==> src/hw/rtl/rdlss_ram.sv <==
// Generic single-write, single-read RAM with registered read data.
module rdlss_ram #(
	parameter int WIDTH = 24,
	parameter int DEPTH = 16
) (
	input  logic                                    clk,
	input  logic                                    we,
	input  logic [((DEPTH > 1) ? $clog2(DEPTH) : 1)-1:0] waddr,
	input  logic [WIDTH-1:0]                        wdata,
	input  logic [((DEPTH > 1) ? $clog2(DEPTH) : 1)-1:0] raddr,
	output logic [WIDTH-1:0]                        rdata
);

	logic [WIDTH-1:0] mem [DEPTH];

	// Write and registered read
	always_ff @(posedge clk) begin
		if (we) begin
			mem[waddr] <= wdata;
		end
		rdata <= mem[raddr];
	end

endmodule

==> config.mk <==
export PLATFORM = sky130hd
export DESIGN_NAME = rdlss_ram
export DESIGN_NICKNAME = d
export VERILOG_FILES = /design/src/hw/rtl/rdlss_ram.sv
export SDC_FILE = /design/constraint.sdc
export NUM_CORES = 1
export LEC_CHECK = 0
export ABC_AREA = 0
export BUFFER_PORTS_ARGS = -buffer_cell sky130_fd_sc_hd__buf_2
export CELL_PAD_IN_SITES_DETAIL_PLACEMENT = 1
export CELL_PAD_IN_SITES_GLOBAL_PLACEMENT = 1
export CORE_ASPECT_RATIO = 1.4
export CORE_UTILIZATION = 25
export CTS_BUF_LIST = sky130_fd_sc_hd__clkbuf_16
export CTS_CLUSTER_DIAMETER = 150
export DETAILED_ROUTE_END_ITERATION = 8
export PLACE_DENSITY = 0.46
export SYNTH_ARGS = -nofsm -noshare
export SYNTH_HDL_FRONTEND = slang
export SYNTH_SLANG_ARGS = --single-unit
==> constraint.sdc <==
create_clock -name clk -period 6.4 [get_ports clk]
set_input_delay 0.32 -clock clk [delete_from_list [all_inputs] [get_ports clk]]
set_output_delay 0.32 -clock clk [all_outputs]
set_load 0.005 [all_outputs]
==> out/qor.yml <==
routing:
  dr_wl_met2_mm: 18.4
  num_vias: 6710
  drt-initial-drc-count: 439
  vias_per_cell: 4.49
  drt-met1-wl_mm: 15.9
  wl_met3_um: 971
  routed_wl_mm: 36.0
  top_layer_used: "met5"
  drcViolationCount: 0
  dr.pass1.iters: 4
  wire_per_inst_um: 24.1
  postRouteAntennaNets: 0
clock_network:
  hold_buffers: 0
  cts_max_path_buffers: 3
  cts_sinks: 408
  root_buffer: "clkbuf_16"
  postCtsSetupBuffers: 0
  clk-insertion-delay-late_ns: 0.54
  cts_inserted_buffers: 40
  post_cts_resized: 0
  cts_max_level: 2
  tritoncts: "done"
  clk_pin_slew_ns: 0.06
synth:
  synthCells: 636
  ys_ff_latch: 408
  synth_top_area_share_pct: 77.2
  synth_largest_area_cell: "edfxtp_1"
  ys_seq_area_share_pct: 80.4
  syn_nets: 670
  netlist_top_cells_area: "edfxtp_1 77%, mux4_2 14%, dfxtp_1 3.2%"
  ys_warn_count: 0
  yosysUniqueCellTypes: 16
  syn_area_um2: 14900
  synth.avg_cell_area_um2: 23.5
setup_path:
  path_cells: "buf_6 -> buf_4 -> mux4_2 -> a22oi_1 -> nand2_1"
  crit_slowest_cell: "buf_4"
  worstSetupEndpointType: "flop"
  crit_type: "primary input to flop"
  crit_fanout: 53
  crit_end: "rdata[10]$_DFF_P_"
  r2r_start: "mem[10][0]$_DFFE_PP_"
  reg2reg_to: "rdata[0]$_DFF_P_"
  crit_path_start: "raddr[0]"
  required_ns: 6.82
  arrival_ns: 2.70
  r2r_slack_ns: 5.04
  reg2reg_depth: 3
  startpoint_type: "primary input"
  cp_slowest_stage_delay_ns: 0.85
power:
  p_per_area_nw_per_um2: 313
  cellInternalPower_w: 0.00430
  power_frac_clock_pct: 40.2
  ir_drop_mv: 0.157
  p_comb_share_pct: 4.8
  power.switching_w: 0.00117
  switching_share_pct: 21.4
  p_seq_share_pct: 55.0
  leakagePower_nw: 5.47
grt:
  grt_max_degree: 60
  grt_util_all_layers_pct: 12.0
  grt_pass1_vias: 7610
  grt_antenna_before_repair: 3
  grt_overflow: 0
  grt_pass1_wl_mm: 52.5
flow_run:
  max-cap-violations: 0
floorplanning:
  core_area_um2: 58900
  die_y_um: 291
  num_rows: 105
  design.portCount: 58
  die_w_um: 209
  dieArea_um2: 60700
  start_util_pct: 25.4
timing:
  slew_headroom_pct: 22.8
  fin_crit_sh_pct: 35.7
  worst_slew_pin_slew_ns: 1.16
  fmax_mhz: 438
  hold_viol_final: 0
  report.final.slew_viol_count: 0
  finClkSkew_ns: 0.00873
  period_needed_ns: 2.28
  tns_ns: 0
  hold_slack_ns: 0.160
  rsz0062_at_grt: "false"
  setup-violations-final: 0
final_layout:
  drive_gt1_share_pct: 32.5
  synthToLayoutAreaGrowth_pct: 16.8
  final_cell_mix: "384 x edfxtp_1, 96 x mux4_2, 55 x buf_2"
  nNetsFinal: 751
  layout_commonest_cell: "edfxtp_1"
  diodes: 0
  finalNonFillerCells: 1496
placed_design:
  portBuffers: 57
  gp_congestion: 0.642
  hpwl_mm: 17.7
  dp_cells: 1424
worst_hold_path:
  worst_hold_path_type: "primary input to flop"
status:
  outcome: "finished, final reports clean"
## flip-flops by register name, summed over array words and instances, names as in the netlist
signal / cells
rdata: 24
mem: 384
## stage by stage
| stage | util (%) | total power [W] | worst slack (ns) | area [um2] |
|---|---|---|---|---|
| 3_3_place_gp | 27.6 | 0.00333 | 3.39 | 16200 |
| 4_1_cts | 29.6 | 0.00555 | 3.96 | 17400 |
| 5_1_grt | 29.6 | 0.00565 | 3.74 | 17400 |
| 3_5_place_dp | 27.6 | 0.00334 | 3.39 | 16200 |
| 2_1_floorplan | - | 0.00320 | 3.46 | 14900 |
| 6_report | 29.6 | 0.00546 | 4.12 | 17400 |
## power groups by stage
stage	Clock [W]	Combinational, W	Sequential [W]
3_3_place_gp	0	0.000268	0.00306
5_1_grt	0.00236	0.000288	0.00301
6_report	0.00220	0.000261	0.00300
4_1_cts	0.00227	0.000272	0.00301
3_5_place_dp	0	0.000272	0.00306
2_1_floorplan	0	0.000144	0.00306
## cells by family (layout without fill, tap and decap cells)
group,after synthesis,in the layout,synth area share (%)
simple gates,51,51,1.49
compound gates,48,48,2.41
flops,408,408,80.4
mux,96,96,14.5
buf+inv,33,144,1.16
## how the worst min path moves through the flow
stage | start | end | slack [ns] | cells past startpoint
2_1_floorplan | wdata[0] | mem[0][0]$_DFFE_PP_ | 0.42 | 0
3_3_place_gp | mem[14][19]$_DFFE_PP_ | rdata[19]$_DFF_P_ | 0.65 | 3
3_5_place_dp | mem[15][1]$_DFFE_PP_ | rdata[1]$_DFF_P_ | 0.67 | 3
4_1_cts | wdata[17] | mem[7][17]$_DFFE_PP_ | 0.13 | 1
5_1_grt | wdata[23] | mem[12][23]$_DFFE_PP_ | 0.15 | 1
6_report | wdata[0] | mem[0][0]$_DFFE_PP_ | 0.16 | 1
## critical path, delay by kind of cell
family / cells / cell delay (ns)
simple gates: 1 / 0.08
compound gates: 1 / 0.21
buf+inv: 2 / 1.42
mux: 1 / 0.61
## metal layers
layer / vias to the layer above / GRT usage, %
li1: 2860 / -
met1: 3687 / 15.5
met2: 109 / 21.0
met3: 52 / 1.65
met4: 2 / 3.59
met5: - / 0
## area by class of cell
type | instances | area (um2)
clock buffer | 41 | 1030
clock inverter | 31 | 171
tap | 749 | 937
timing repair buffer | 72 | 407
fill | 5882 | 41400
sequential | 408 | 12000
multi-input combinational | 195 | 2880
## Yosys cell counts (all sizes together)
library cell	number
edfxtp	384
or3b	1
nor2	13
nand2	25
nor2b	2
clkbuf	18
nand2b	2
nor3	4
nand3b	2
buf	15
dfxtp	24
a22oi	48
and2	1
nand3	1
mux4	96
No activity file was read; power rests on OpenSTA's default activity.
